`src/rtl/smcf_pkg.sv`:
```
`timescale 1ns / 1ps
// ----------------------------------------------------------------------------
// smcf_pkg
// Types and codes shared by the service-message connection engine.
// ----------------------------------------------------------------------------
package smcf_pkg;

  localparam int unsigned CONNECTIONS_DEF = 256;

  // Event kinds.
  localparam logic [2:0] K_REGULATION = 3'd0;
  localparam logic [2:0] K_HOST_MSG   = 3'd1;
  localparam logic [2:0] K_TERM_BLK   = 3'd2;
  localparam logic [2:0] K_LOCAL_DISC = 3'd3;
  localparam logic [2:0] K_CONN_REQ   = 3'd4;
  localparam logic [2:0] K_RESET      = 3'd5;

  // Action codes.
  localparam logic [3:0] A_NONE         = 4'd0;
  localparam logic [3:0] A_LINK_REG     = 4'd1;
  localparam logic [3:0] A_SUPV_REQ     = 4'd2;
  localparam logic [3:0] A_NPU_STATUS   = 4'd3;
  localparam logic [3:0] A_FORWARD      = 4'd4;
  localparam logic [3:0] A_TERM_BLK     = 4'd5;
  localparam logic [3:0] A_DISC_REPLY   = 4'd6;
  localparam logic [3:0] A_DISC_REQ     = 4'd7;
  localparam logic [3:0] A_CONNECTED    = 4'd8;
  localparam logic [3:0] A_DISCONNECTED = 4'd9;
  localparam logic [3:0] A_REJECTED     = 4'd10;
  localparam logic [3:0] A_CLOSE_PORT   = 4'd11;
  localparam logic [3:0] A_CFG_REPLY    = 4'd12;
  localparam logic [3:0] A_RELOAD       = 4'd13;

  // Error codes.
  localparam logic [2:0] E_OK         = 3'd0;
  localparam logic [2:0] E_SHORT      = 3'd1;
  localparam logic [2:0] E_HDR_CONN   = 3'd2;
  localparam logic [2:0] E_NO_P3      = 3'd3;
  localparam logic [2:0] E_UNK_CONN   = 3'd4;
  localparam logic [2:0] E_UNEXPECTED = 3'd5;
  localparam logic [2:0] E_WRONG_ST   = 3'd6;
  localparam logic [2:0] E_UNRECOG    = 3'd7;

  // Supervision states.
  localparam logic [1:0] SV_IDLE  = 2'd0;
  localparam logic [1:0] SV_WAIT  = 2'd1;
  localparam logic [1:0] SV_READY = 2'd2;

  // Connection states.
  localparam logic [2:0] CS_IDLE      = 3'd0;
  localparam logic [2:0] CS_REQ       = 3'd1;
  localparam logic [2:0] CS_CONNECTED = 3'd2;
  localparam logic [2:0] CS_LOC_DISC  = 3'd3;
  localparam logic [2:0] CS_HOST_DISC = 3'd4;

  // Primary and secondary function codes.
  localparam logic [7:0] PFC_SUPERVISE = 8'h0E;
  localparam logic [7:0] PFC_NPU_STAT  = 8'h12;
  localparam logic [7:0] PFC_CONFIGURE = 8'h0F;
  localparam logic [7:0] PFC_INIT_CONN = 8'h02;
  localparam logic [7:0] PFC_TERM_CONN = 8'h03;
  localparam logic [7:0] PFC_RELOAD    = 8'h1E;
  localparam logic [5:0] SFC_SUPERVISE = 6'h0A;
  localparam logic [5:0] SFC_NPU_STAT  = 6'h00;
  localparam logic [5:0] SFC_CONN      = 6'h03;
  localparam logic [5:0] SFC_TERM      = 6'h08;

  localparam logic [7:0] LVL_CS_BIT = 8'h04;

  typedef struct packed {
    logic [2:0] kind;
    logic [7:0] reg_level;
    logic [7:0] msg_length;
    logic [7:0] header_conn;
    logic [7:0] primary_code;
    logic [5:0] secondary_code;
    logic       resp_flag;
    logic       err_flag;
    logic [7:0] param_p3;
    logic [7:0] term_conn;
  } smcf_in_t;

  typedef struct packed {
    logic [3:0] action;
    logic [7:0] target;
    logic [7:0] level_out;
    logic [2:0] error_code;
    logic       ready_res;
    logic       last;
  } smcf_out_t;

endpackage

```
`src/rtl/smcf_ram.sv`:
```
`timescale 1ns / 1ps
// ----------------------------------------------------------------------------
// smcf_ram
// Generic single-port-write, single-port-read RAM with registered read data.
// ----------------------------------------------------------------------------
module smcf_ram #(
  parameter int unsigned WIDTH = 8,
  parameter int unsigned DEPTH = 256,
  localparam int unsigned AW = (DEPTH > 1) ? $clog2(DEPTH) : 1
) (
  input  logic             clk,
  input  logic             we,
  input  logic [AW-1:0]    wr_addr,
  input  logic [WIDTH-1:0] wr_data,
  input  logic             re,
  input  logic [AW-1:0]    rd_addr,
  output logic [WIDTH-1:0] rd_data
);

  logic [WIDTH-1:0] mem [DEPTH];

  always_ff @(posedge clk) begin
    if (we) begin
      mem[wr_addr] <= wr_data;
    end
    if (re) begin
      rd_data <= mem[rd_addr];
    end
  end

endmodule

```
`src/rtl/service_message_connection_fsm.sv`:
```
`timescale 1ns / 1ps
// ----------------------------------------------------------------------------
// service_message_connection_fsm
// Front-end engine for a host service-message link: supervision state,
// regulation level and a per-connection state table held in RAM.
// ----------------------------------------------------------------------------
//  Channel   Ports                    Handshake
//  input     start, busy, in_data     taken when start && !busy
//  result    out_valid, out_data      one-cycle strobe, cannot be held off
//
// The connection table is read on acceptance and the entry is written back
// in the next cycle, which also registers the first result. An item with
// two results passes through a second emit state before it is done.
// Reset is synchronous; per-entry valid flags make the whole table read as
// idle at once, so there is no clearing pass.
// Results appear in the cycle after they are computed and are never stalled.
module service_message_connection_fsm
  import smcf_pkg::*;
#(
  parameter int unsigned CONNECTIONS = CONNECTIONS_DEF
) (
  input  logic      clk,
  input  logic      rst_n,
  input  logic      start,
  output logic      busy,
  input  smcf_in_t  in_data,
  output logic      out_valid,
  output smcf_out_t out_data
);

  localparam int unsigned IDX_W = $clog2(CONNECTIONS);
  localparam logic [8:0]  CONN_LIM = 9'(CONNECTIONS);

  localparam logic [1:0] ST_IDLE  = 2'd0;
  localparam logic [1:0] ST_EXEC  = 2'd1;
  localparam logic [1:0] ST_EMIT2 = 2'd2;

  logic [1:0]       state_r, state_nxt;
  smcf_in_t         in_r;
  logic [7:0]       conn_r;
  logic [1:0]       sup_r, sup_nxt;
  logic [7:0]       prev_r, prev_nxt;
  logic [CONNECTIONS-1:0] vld_r;
  logic             out_valid_r;
  smcf_out_t        out_r, out_nxt;
  logic [3:0]       act2_r;
  logic [7:0]       tgt2_r;
  logic             rdy2_r;

  logic             accept;
  logic [7:0]       conn_sel;
  logic [IDX_W-1:0] idx;
  logic [2:0]       rd_data;
  logic [2:0]       cur;
  logic             conn_ok;

  // Results of the execute cycle.
  logic [3:0]       act1;
  logic [7:0]       tgt1;
  logic [7:0]       lvl1;
  logic [2:0]       err1;
  logic             two_res;
  logic [3:0]       act2;
  logic [7:0]       tgt2;
  logic             we;
  logic [2:0]       wdata;

  logic             idle_sv, plain, resp, errr;

  assign busy     = (state_r != ST_IDLE);
  assign accept   = start && !busy;
  assign conn_sel = (in_data.kind == K_HOST_MSG) ? in_data.param_p3 : in_data.term_conn;
  assign idx      = conn_r[IDX_W-1:0];
  assign conn_ok  = (conn_r != 8'd0) && ({1'b0, conn_r} < CONN_LIM);
  // An entry never written since reset reads as idle.
  assign cur      = vld_r[idx] ? rd_data : CS_IDLE;

  smcf_ram #(
    .WIDTH (3),
    .DEPTH (CONNECTIONS)
  ) u_conn_ram (
    .clk     (clk),
    .we      (we),
    .wr_addr (idx),
    .wr_data (wdata),
    .re      (accept),
    .rd_addr (conn_sel[IDX_W-1:0]),
    .rd_data (rd_data)
  );

  assign idle_sv = (sup_r == SV_IDLE);
  assign plain   = !in_r.resp_flag && !in_r.err_flag;
  assign resp    =  in_r.resp_flag && !in_r.err_flag;
  assign errr    = !in_r.resp_flag &&  in_r.err_flag;

  always_comb begin
    act1     = A_NONE;
    tgt1     = 8'd0;
    lvl1     = 8'd0;
    err1     = E_OK;
    two_res  = 1'b0;
    act2     = A_NONE;
    tgt2     = 8'd0;
    we       = 1'b0;
    wdata    = CS_IDLE;
    sup_nxt  = sup_r;
    prev_nxt = prev_r;
    if (state_r == ST_EXEC) begin
      case (in_r.kind)
        K_REGULATION: begin
          if (idle_sv || in_r.reg_level != prev_r) begin
            prev_nxt = in_r.reg_level;
            act1     = A_LINK_REG;
            lvl1     = in_r.reg_level;
            if (idle_sv && (in_r.reg_level & LVL_CS_BIT) != 8'd0) begin
              two_res = 1'b1;
              act2    = A_SUPV_REQ;
            end
          end else if (idle_sv && (in_r.reg_level & LVL_CS_BIT) != 8'd0) begin
            act1 = A_SUPV_REQ;
          end
          if (idle_sv && (in_r.reg_level & LVL_CS_BIT) != 8'd0) begin
            sup_nxt = SV_WAIT;
          end
        end
        K_HOST_MSG: begin
          if (in_r.msg_length < 8'd6) begin
            if (in_r.msg_length == 8'd4 && in_r.header_conn != 8'd0) begin
              act1 = A_FORWARD;
              tgt1 = in_r.header_conn;
            end else begin
              err1 = E_SHORT;
            end
          end else if (in_r.header_conn != 8'd0) begin
            err1 = E_HDR_CONN;
          end else if ((in_r.primary_code inside {PFC_INIT_CONN, PFC_TERM_CONN,
                        PFC_CONFIGURE}) && in_r.msg_length < 8'd7) begin
            err1 = E_NO_P3;
          end else if ((in_r.primary_code inside {PFC_INIT_CONN, PFC_TERM_CONN})
                       && !conn_ok) begin
            err1 = E_UNK_CONN;
          end else begin
            case (in_r.primary_code)
              PFC_SUPERVISE: begin
                if (in_r.secondary_code == SFC_SUPERVISE && resp) begin
                  if (sup_r != SV_WAIT) begin
                    err1 = E_WRONG_ST;
                  end else begin
                    sup_nxt = SV_READY;
                  end
                end else begin
                  err1 = E_UNEXPECTED;
                end
              end
              PFC_NPU_STAT: begin
                if (in_r.secondary_code == SFC_NPU_STAT && plain) begin
                  act1 = A_NPU_STATUS;
                end else begin
                  err1 = E_UNEXPECTED;
                end
              end
              PFC_CONFIGURE: begin
                tgt1 = in_r.param_p3;
                if (in_r.secondary_code == SFC_CONN && resp) begin
                  act1 = A_CFG_REPLY;
                end else if (in_r.secondary_code == SFC_CONN && errr) begin
                  act1 = A_CLOSE_PORT;
                end else begin
                  act1 = A_CLOSE_PORT;
                  err1 = E_UNEXPECTED;
                end
              end
              PFC_INIT_CONN: begin
                tgt1 = in_r.param_p3;
                if (cur != CS_REQ) begin
                  err1 = E_WRONG_ST;
                end else if (in_r.secondary_code == SFC_CONN && resp) begin
                  we    = 1'b1;
                  wdata = CS_CONNECTED;
                  act1  = A_CONNECTED;
                end else if (in_r.secondary_code == SFC_CONN && errr) begin
                  we    = 1'b1;
                  wdata = CS_IDLE;
                  act1  = A_REJECTED;
                end else begin
                  we    = 1'b1;
                  wdata = CS_IDLE;
                  act1  = A_DISCONNECTED;
                  err1  = E_UNEXPECTED;
                end
              end
              PFC_TERM_CONN: begin
                tgt1 = in_r.param_p3;
                if (in_r.secondary_code == SFC_TERM && plain) begin
                  if (cur == CS_CONNECTED) begin
                    we    = 1'b1;
                    wdata = CS_HOST_DISC;
                    act1  = A_TERM_BLK;
                  end else begin
                    act1 = A_DISC_REPLY;
                  end
                end else if (in_r.secondary_code == SFC_TERM && resp) begin
                  if (cur == CS_LOC_DISC) begin
                    we    = 1'b1;
                    wdata = CS_IDLE;
                    act1  = A_DISCONNECTED;
                  end else begin
                    err1 = E_WRONG_ST;
                  end
                end else begin
                  err1 = E_UNEXPECTED;
                end
              end
              PFC_RELOAD: begin
                act1 = A_RELOAD;
              end
              default: begin
                err1 = E_UNRECOG;
              end
            endcase
          end
        end
        K_TERM_BLK: begin
          if (!conn_ok) begin
            err1 = E_UNK_CONN;
          end else if (cur == CS_HOST_DISC) begin
            we      = 1'b1;
            wdata   = CS_IDLE;
            act1    = A_DISC_REPLY;
            tgt1    = conn_r;
            two_res = 1'b1;
            act2    = A_DISCONNECTED;
            tgt2    = conn_r;
          end else if (cur == CS_LOC_DISC) begin
            act1 = A_TERM_BLK;
            tgt1 = conn_r;
          end else begin
            tgt1 = conn_r;
            err1 = E_WRONG_ST;
          end
        end
        K_LOCAL_DISC: begin
          if (!conn_ok) begin
            err1 = E_UNK_CONN;
          end else if (cur == CS_CONNECTED) begin
            we    = 1'b1;
            wdata = CS_LOC_DISC;
            act1  = A_DISC_REQ;
            tgt1  = conn_r;
          end else begin
            tgt1 = conn_r;
            err1 = E_WRONG_ST;
          end
        end
        K_CONN_REQ: begin
          if (!conn_ok) begin
            err1 = E_UNK_CONN;
          end else begin
            we    = 1'b1;
            wdata = CS_REQ;
            tgt1  = conn_r;
          end
        end
        K_RESET: begin
          sup_nxt  = SV_IDLE;
          prev_nxt = 8'd0;
        end
        default: begin
          err1 = E_UNRECOG;
        end
      endcase
    end
  end

  always_comb begin
    state_nxt = state_r;
    out_nxt   = out_r;
    case (state_r)
      ST_IDLE: begin
        if (accept) begin
          state_nxt = ST_EXEC;
        end
      end
      ST_EXEC: begin
        out_nxt.action     = act1;
        out_nxt.target     = tgt1;
        out_nxt.level_out  = lvl1;
        out_nxt.error_code = err1;
        out_nxt.ready_res  = (sup_nxt == SV_READY);
        out_nxt.last       = !two_res;
        state_nxt          = two_res ? ST_EMIT2 : ST_IDLE;
      end
      ST_EMIT2: begin
        out_nxt.action     = act2_r;
        out_nxt.target     = tgt2_r;
        out_nxt.level_out  = 8'd0;
        out_nxt.error_code = E_OK;
        out_nxt.ready_res  = rdy2_r;
        out_nxt.last       = 1'b1;
        state_nxt          = ST_IDLE;
      end
      default: begin
        state_nxt = ST_IDLE;
      end
    endcase
  end

  always_ff @(posedge clk) begin
    if (!rst_n) begin
      state_r     <= ST_IDLE;
      sup_r       <= SV_IDLE;
      prev_r      <= 8'd0;
      vld_r       <= '0;
      out_valid_r <= 1'b0;
    end else begin
      state_r     <= state_nxt;
      sup_r       <= sup_nxt;
      prev_r      <= prev_nxt;
      out_valid_r <= (state_r == ST_EXEC) || (state_r == ST_EMIT2);
      if (we) begin
        vld_r[idx] <= 1'b1;
      end
    end
  end

  always_ff @(posedge clk) begin
    out_r <= out_nxt;
    if (accept) begin
      in_r   <= in_data;
      conn_r <= conn_sel;
    end
    if (state_r == ST_EXEC) begin
      act2_r <= act2;
      tgt2_r <= tgt2;
      rdy2_r <= (sup_nxt == SV_READY);
    end
  end

  assign out_valid = out_valid_r;
  assign out_data  = out_r;

  a_accept_exec: assert property (@(posedge clk) disable iff (!rst_n)
    accept |=> state_r == ST_EXEC)
    else $error("accepted item did not enter execute");

  a_out_source: assert property (@(posedge clk) disable iff (!rst_n)
    out_valid |-> $past(state_r) == ST_EXEC || $past(state_r) == ST_EMIT2)
    else $error("result strobe without execute or second emit");

  a_second_follows: assert property (@(posedge clk) disable iff (!rst_n)
    out_valid && !out_data.last |=> out_valid && out_data.last)
    else $error("first of two results not followed by the last one");

  a_write_exec: assert property (@(posedge clk) disable iff (!rst_n)
    we |-> state_r == ST_EXEC && conn_ok)
    else $error("table write outside execute or to invalid connection");

endmodule

```
`config.mk`:
```
export PLATFORM = sky130hd
export DESIGN_NAME = service_message_connection_fsm
export DESIGN_NICKNAME = d
export VERILOG_FILES = /design/src/rtl/smcf_pkg.sv /design/src/rtl/smcf_ram.sv /design/src/rtl/service_message_connection_fsm.sv
export SDC_FILE = /design/constraint.sdc
export NUM_CORES = 2
export LEC_CHECK = 0
export ABC_AREA = 0
export BUFFER_PORTS_ARGS = -buffer_cell sky130_fd_sc_hd__buf_2
export CORE_MARGIN = 5
export CORE_UTILIZATION = 62
export DETAILED_ROUTE_END_ITERATION = 10
export PLACE_DENSITY_LB_ADDON = 0.15
export SLEW_MARGIN = 20
export SYNTH_ARGS = -nofsm -noshare
export SYNTH_HDL_FRONTEND = slang
export SYNTH_SLANG_ARGS = --single-unit
export TNS_END_PERCENT = 100
```
`constraint.sdc`:
```
create_clock -name clk -period 24.6 [get_ports clk]
set_clock_uncertainty 0.05 [all_clocks]
set_input_delay 2.46 -clock clk [delete_from_list [all_inputs] [get_ports clk]]
set_output_delay 2.46 -clock clk [all_outputs]
set_load 0.005 [all_outputs]
```
# Word level (Yosys, flattened, before mapping)
# Memories as Yosys holds them, arrays and structs flattened. A register that Yosys moved wholly into a read port is not among the register bits.
# Cells that the tools add are included.
dict set report op_classes {
  n_eq_ne 27
  bitwise 1
  mux 116
  n_lt_le_gt_ge 4
  n_reduce_logical 38
}
# operator n
set op_table {}
lappend op_table {{OR 256 bit} 1}
lappend op_table {{2-to-1 mux 3 bit} 33}
lappend op_table {{2-to-1 mux 8 bit} 11}
lappend op_table {{one-hot mux 25 bit (2 select lines)} 1}
lappend op_table {{2-to-1 mux 2 bit} 22}
lappend op_table {{2-to-1 mux 4 bit} 10}
lappend op_table {{one-hot mux 8 bit (2 select lines)} 2}
lappend op_table {{2-to-1 mux 1 bit} 23}
lappend op_table {{one-hot mux 4 bit (5 select lines)} 1}
lappend op_table {{one-hot mux 3 bit (6 select lines)} 1}
lappend op_table {{equality test 8 x 2 -> 1 bit, second input constant} 2}
lappend op_table {{equality test 8 x 4 -> 1 bit, second input constant} 2}
lappend op_table {{equality test 8 x 5 -> 1 bit, second input constant} 2}
lappend op_table {{less-than comparator 8 x 3 -> 1 bit, second input constant} 2}
lappend op_table {{one-hot mux 4 bit (4 select lines)} 1}
lappend op_table {{nonzero test 8 bit} 2}
lappend op_table {{logical AND 1 bit} 15}
lappend op_table {{one-hot mux 3 bit (5 select lines)} 1}
lappend op_table {{equality test 3 x 2 -> 1 bit, second input constant} 4}
lappend op_table {{equality test 6 x 4 -> 1 bit, second input constant} 2}
lappend op_table {{equality test 3 bit, second input constant} 3}
lappend op_table {{less-than comparator 8 x 9 -> 1 bit, second input constant} 1}
lappend op_table {{one-hot mux 3 bit (3 select lines)} 1}
lappend op_table {{binary-select mux 1 bit (select 8 bit)} 1}
lappend op_table {{other kinds (27)} 42}
dict set report totals {
  reg_bits 366
  ramBits 768
  input_bits 62
  mem_count 1
  out_inout_bits 27
}
# memory depth word_bits rd rd_clocked_by_memory_dff write_ports line
set mem_list {}
lappend mem_list {u_conn_ram.mem 256 3 1 1 1 smcf_ram.sv:20} ;# logic [WIDTH-1:0] mem [DEPTH];

# Depth between registers and ports, before layout
dict set report logic_depth {
  depth_word 16
  ltp_mapped 16
  mapped_depth_nobuf 11
}

# Cells and area by module
# A second synthesis with hierarchy kept.
dict set report hier_totals {
  cells_unflattened 3335
  area_unflattened_um2 46585.9
}
# mod cells_per_inst n_inst area_per_inst_um2
set by_module_without_submodules {}
lappend by_module_without_submodules {smcf_ram 1713 1 31068.5}
lappend by_module_without_submodules {service_message_connection_fsm 1622 1 15517.4}

# Least setup slack after synthesis
# No wires, ideal clock.
dict set report synth_timing {
  kind {register to register}
  startpoint {register conn_r[0]}
  endpoint {memory u_conn_ram.mem[0][2], data pin}
  n_path_buf 5
  t_required_ns 21.739
  synth_period_minus_slack_ns 18.199
  slack_ns 6.401
  arrival_ns 15.338
  path_stages_with_launch 15
  path_cell_list {edfxtp_1 > buf_6 > buf_12 > buf_12 > buf_12 > mux2i_1 > a22oi_2 > a31oi_1 > o21ai_0 > nor2_1 > o31ai_2 > o21a_2 > buf_6 > nand2_1 > nor4_1}
}
dict set report synth_via {
  elab_chain_len 13
  word_cells_on_any_way 16
}
# item line
set synth_rtl {}
lappend synth_rtl {{start, declared} service_message_connection_fsm.sv:40} ;# logic [7:0] conn_r;
lappend synth_rtl {{start signal, assigned} service_message_connection_fsm.sv:330} ;# conn_r <= conn_sel;
lappend synth_rtl {{binary-select mux 1 bit (select 8 bit)} service_message_connection_fsm.sv:76} ;# assign cur = vld_r[idx] ? rd_data : CS_IDLE;
lappend synth_rtl {{2-to-1 mux 1 bit (not written as such)} service_message_connection_fsm.sv:76}
lappend synth_rtl {{2-to-1 mux 3 bit} service_message_connection_fsm.sv:76}
lappend synth_rtl {{equality test 3 x 2 -> 1 bit} service_message_connection_fsm.sv:195} ;# if (cur == CS_CONNECTED) begin
lappend synth_rtl {{2-to-1 mux 3 bit} service_message_connection_fsm.sv:195}
lappend synth_rtl {{2-to-1 mux 3 bit} service_message_connection_fsm.sv:194} ;# if (in_r.secondary_code == SFC_TERM && plain) begin
lappend synth_rtl {{one-hot mux 3 bit (2 select lines)} service_message_connection_fsm.sv:143} ;# case (in_r.primary_code)
lappend synth_rtl {{2-to-1 mux 3 bit (*)} service_message_connection_fsm.sv:139} ;# end else if ((in_r.primary_code inside {PFC_INIT_CONN, PFC_TERM_CONN})
lappend synth_rtl {{2-to-1 mux 3 bit (*)} service_message_connection_fsm.sv:136} ;# end else if ((in_r.primary_code inside {PFC_INIT_CONN, PFC_TERM_CONN,
lappend synth_rtl {{2-to-1 mux 3 bit (*)} service_message_connection_fsm.sv:134} ;# end else if (in_r.header_conn != 8'd0) begin
lappend synth_rtl {{2-to-1 mux 3 bit (*)} service_message_connection_fsm.sv:127} ;# if (in_r.msg_length < 8'd6) begin
lappend synth_rtl {{one-hot mux 3 bit (3 select lines) (*)} service_message_connection_fsm.sv:109} ;# case (in_r.kind)
lappend synth_rtl {{2-to-1 mux 3 bit (*)} service_message_connection_fsm.sv:108} ;# if (state_r == ST_EXEC) begin
lappend synth_rtl {{named net u_conn_ram.wr_data[2]} smcf_ram.sv:14} ;# input logic [WIDTH-1:0] wr_data,
lappend synth_rtl {{end, declared} smcf_ram.sv:20}
# The timed path passes the listed nets; every way through them passes the cells marked *. The select of a mux whose other input is x is not followed.

# Final worst setup path
dict set report layout_timing {
  startpoint {register conn_r[0]}
  endpoint {memory u_conn_ram.mem[251][1], enable pin}
}
dict set report layout_via {
  elab_chain_len 16
  word_cells_on_any_way 28
}
# item line
set layout_rtl {}
lappend layout_rtl {{binary-select mux 1 bit (select 8 bit)} service_message_connection_fsm.sv:76}
lappend layout_rtl {{2-to-1 mux 1 bit (not written as such)} service_message_connection_fsm.sv:76}
lappend layout_rtl {{2-to-1 mux 3 bit} service_message_connection_fsm.sv:76}
lappend layout_rtl {{equality test 3 x 2 -> 1 bit} service_message_connection_fsm.sv:203} ;# if (cur == CS_LOC_DISC) begin
lappend layout_rtl {{2-to-1 mux 1 bit} service_message_connection_fsm.sv:203}
lappend layout_rtl {{2-to-1 mux 1 bit} service_message_connection_fsm.sv:202} ;# end else if (in_r.secondary_code == SFC_TERM && resp) begin
lappend layout_rtl {{2-to-1 mux 1 bit} service_message_connection_fsm.sv:194}
lappend layout_rtl {{one-hot mux 1 bit (2 select lines)} service_message_connection_fsm.sv:143}
lappend layout_rtl {{2-to-1 mux 1 bit} service_message_connection_fsm.sv:139}
lappend layout_rtl {{2-to-1 mux 1 bit} service_message_connection_fsm.sv:136}
lappend layout_rtl {{2-to-1 mux 1 bit} service_message_connection_fsm.sv:134}
lappend layout_rtl {{2-to-1 mux 1 bit} service_message_connection_fsm.sv:127}
lappend layout_rtl {{one-hot mux 1 bit (4 select lines)} service_message_connection_fsm.sv:109}
lappend layout_rtl {{2-to-1 mux 1 bit} service_message_connection_fsm.sv:108}
lappend layout_rtl {{2-to-1 mux 1 bit} smcf_ram.sv:23} ;# if (we) begin
lappend layout_rtl {{2-to-1 mux 1 bit (not written as such)} smcf_ram.sv:24} ;# mem[wr_addr] <= wr_data;
# Several ways; a longest one is shown, not always the timed one. The select of a mux whose other input is x is not followed.

==> metrics.yaml <==
synth:
  syn_area_um2: 49000
  yosys_warnings: 0
  synth_top_area_share_pct: 53.1
  syn_area_per_cell_um2: 11.5
  synth_top_family_by_area: "simple AND/OR/NAND/NOR gates"
  synth_cell_types: 77
  synth_edf_count: 866
  synth.most_common_cell: "nand2_1"
  syn_inst: 4275
  synth_area_leaders: "edfxtp_1 (53%), dfxtp_1 (11%), nand2_1 (8.6%)"
  synth-simple-area-share_pct: 17.7
  yosysSeqAreaShare_pct: 64.0
  synthTopCellsByCount: "nand2_1 (1129), edfxtp_1 (866), nand3_1 (289)"
  synth_ff_type: "edfxtp_1"
  synth_mux_area_share_pct: 3.94
  synth-compound-area-share_pct: 10.0
  synth_async_sr_flop_share_pct: 0
  yosysTopAreaCell: "edfxtp_1"
  synth-seq-cells: 1135
  synth_fa_ha_area_share_pct: 0.0766
  synth_xor_area_share_pct: 0.161
layout:
  fin_area_um2: 53500
  area_delta_synth_final_pct: 9.15
  nets: 4224
  fillers: 5746
  drive_gt1_share_pct: 10.6
  seq_area_um2: 31400
  multiInputGateArea_um2: 15700
  finalNonFillerCells: 5309
detailed_routing:
  wirelength_um: 135000
  route.detailed.drc: 0
  drtIter0Drc: 4824
  ant_nets: 0
  num_vias: 35100
  vias_per_cell: 6.61
  drt_first_pass_iters: 6
  wl_per_cell_um: 25.3
clock_tree:
  hold_buffers: 0
  htreeDepth: 3
  cts-buffers-inserted: 114
  clkTransAtPathRegs_ns: 0.07
  cts_tree: "yes"
  clockBufferDepth: 3
  ctsResizeCount: 0
  clkLatencyLatePin_ns: 0.69
  cts.sinks: 1135
  cts_root_buf: "clkbuf_16"
  post_cts_buffers: 0
grt:
  globalRouteMet3Util_pct: 5.87
  grt_pass1_wl_um: 205000
  grt_overflow_total: 0
  groute.layer.met2.usage_pct: 48.3
  grt-busiest-layer: "met2"
  grt_pass1_vias: 33600
  grt_max_degree: 212
  met1_usage_pct: 43.4
  grtUsageTotal_pct: 30.9
  antenna_found_initial: 3
sta:
  min_period_ns: 7.32
  rsz0062_at_grt: "no"
  slew_viol_final: 0
  worst_pin_slew_ns: 1.21
  final.setup.worst_slack_ns: 17.28
  fin_tns_setup_ns: 0
  hold_viol_final: 0
  setup_violations: 0
  relSlewSlack_pct: 19.2
  fmax_mhz: 137
  post-route-period-util_pct: 29.8
placed_design:
  place_inst: 5093
  port_buffers: 88
  placed_cell_area_um2: 49500
  pre_cts_ws_ns: 17.31
  dp_hpwl_um: 76800
  gp_congestion: 0.864
floorplan:
  rows: 103
  fp.dieW_um: 291
  coreArea_um2: 78700
  ios: 89
  dieHeight_um: 291
  start_util_pct: 62.3
  die_area_um2: 84800
min_path:
  hold_class: "register to register"
power:
  p_total_mw: 4.18
  ir_drop_mv: 0.0600
  p_per_area_nw_per_um2: 78.2
  p_leak_nw: 18.3
critical_path:
  cp-start-kind: "register"
  path_class: "register to register"
  cp.required_ns: 24.93
  arrival_ns: 7.64
  cp-end-kind: "register"
  path_max_fanout: 200
job:
  maxCapViolations: 0
run_status:
  outcome: "complete, no violations"
sequential cells by signal, indices dropped and copies added (netlist names), 2 cells and up:
register,cells
u_conn_ram.rd_data,3
sup_r,2
prev_r,8
u_conn_ram.mem,768
conn_r,8
tgt2_r,8
in_r,51
vld_r,256
out_data,25
act2_r,2
state_r,2
final cells by class:
cell class / instances / share of cell area (%)
flip-flops and latches: 1135 / 58.7
multi-input cells: 2737 / 29.4
clock buffers: 143 / 5.71
well taps: 1050 / 2.46
repair buffers: 151 / 1.87
clock inverters: 71 / 1.69
inverters: 20 / 0.159
diodes: 2 / 0.00935
routing by layer:
layer	vias up	part of all wire (%)	wire length, µm
met5	-	0	0
met4	0	4.2	5600
met3	326	9.8	13200
met2	1909	47	63000
met1	17200	39	52700
li1	15700	-	-
path summary, 6_finish.rpt:
path / depth (start not counted) / startpoint / slack (ns) / endpoint
setup reg to reg: 13 / conn_r[0] / 17.28 / u_conn_ram.mem[251][1]
setup / recovery: 13 / conn_r[0] / 17.28 / u_conn_ram.mem[251][1]
hold / removal: 2 / vld_r[17] / 0.40 / vld_r[17]
hold reg to reg: 2 / vld_r[17] / 0.40 / vld_r[17]
metrics by stage:
stage / util (%) / hold WS [ns]
6_report: 67.9 / 0.395
5_1_grt: 67.9 / 0.422
4_1_cts: 67.9 / 0.400
3_5_place_dp: 62.9 / 0.385
3_3_place_gp: 62.9 / 0.374
2_1_floorplan: - / 0.364
cell usage in the layout (no fill, tap or decap), types with 23 or more instances in the layout:
master     Yosys  final
nand2_1     1129   1122
edfxtp_1     866    866
nand3_1      289    289
dfxtp_1      269    269
nor4_1       151    150
nor3_1       130    129
clkbuf_16      0    117
mux2i_1      111    110
o31ai_1      101    101
o21ai_0       90     90
a31oi_1       89     89
and3_1        90     89
buf_2         60     87
nor2_1        75     69
buf_4         25     57
o41ai_1       53     53
o41ai_2       44     44
a21oi_1       40     40
a22oi_1       34     34
mux4_2        32     32
a221oi_1      31     31
a32oi_1       26     26
o221ai_1      26     26
a32o_1        24     24
clkbuf_1     230     23
kinds of logic (layout without fill, tap and decap cells):
logic type | count (synthesis) | after routing
AND/OR/NAND/NOR | 1946 | 1946
flip-flops | 1135 | 1135
AO/OA/AOI/OAI | 628 | 628
buffers and inverters | 405 | 385
multiplexers | 148 | 148
XOR/XNOR | 9 | 9
adder cells (fa/ha/maj) | 3 | 3
other | 1 | 5
critical path, stage by stage, from the launching register on:
cell and delay (ns):
edfxtp_1 0.33, buf_4 0.76, buf_4 0.86, mux4_1 0.63
nor2b_1 0.15, a211oi_1 0.38, nor3_1 0.11, a211oi_2 0.30
o31ai_2 0.14, o21a_2 0.27, a21oi_4 0.75, buf_12 0.69
buf_4 0.84, nor3_1 0.25
power breakdown:
part           switching, mW  internal, mW  leakage, nW  total, mW
clock network          0.737          1.09         1.92       1.83
registers             0.0115          2.05         10.3       2.07
logic                  0.218        0.0742         6.11      0.292
total                  0.967          3.22         18.3       4.18
No activity file was read; power rests on OpenSTA's default activity.
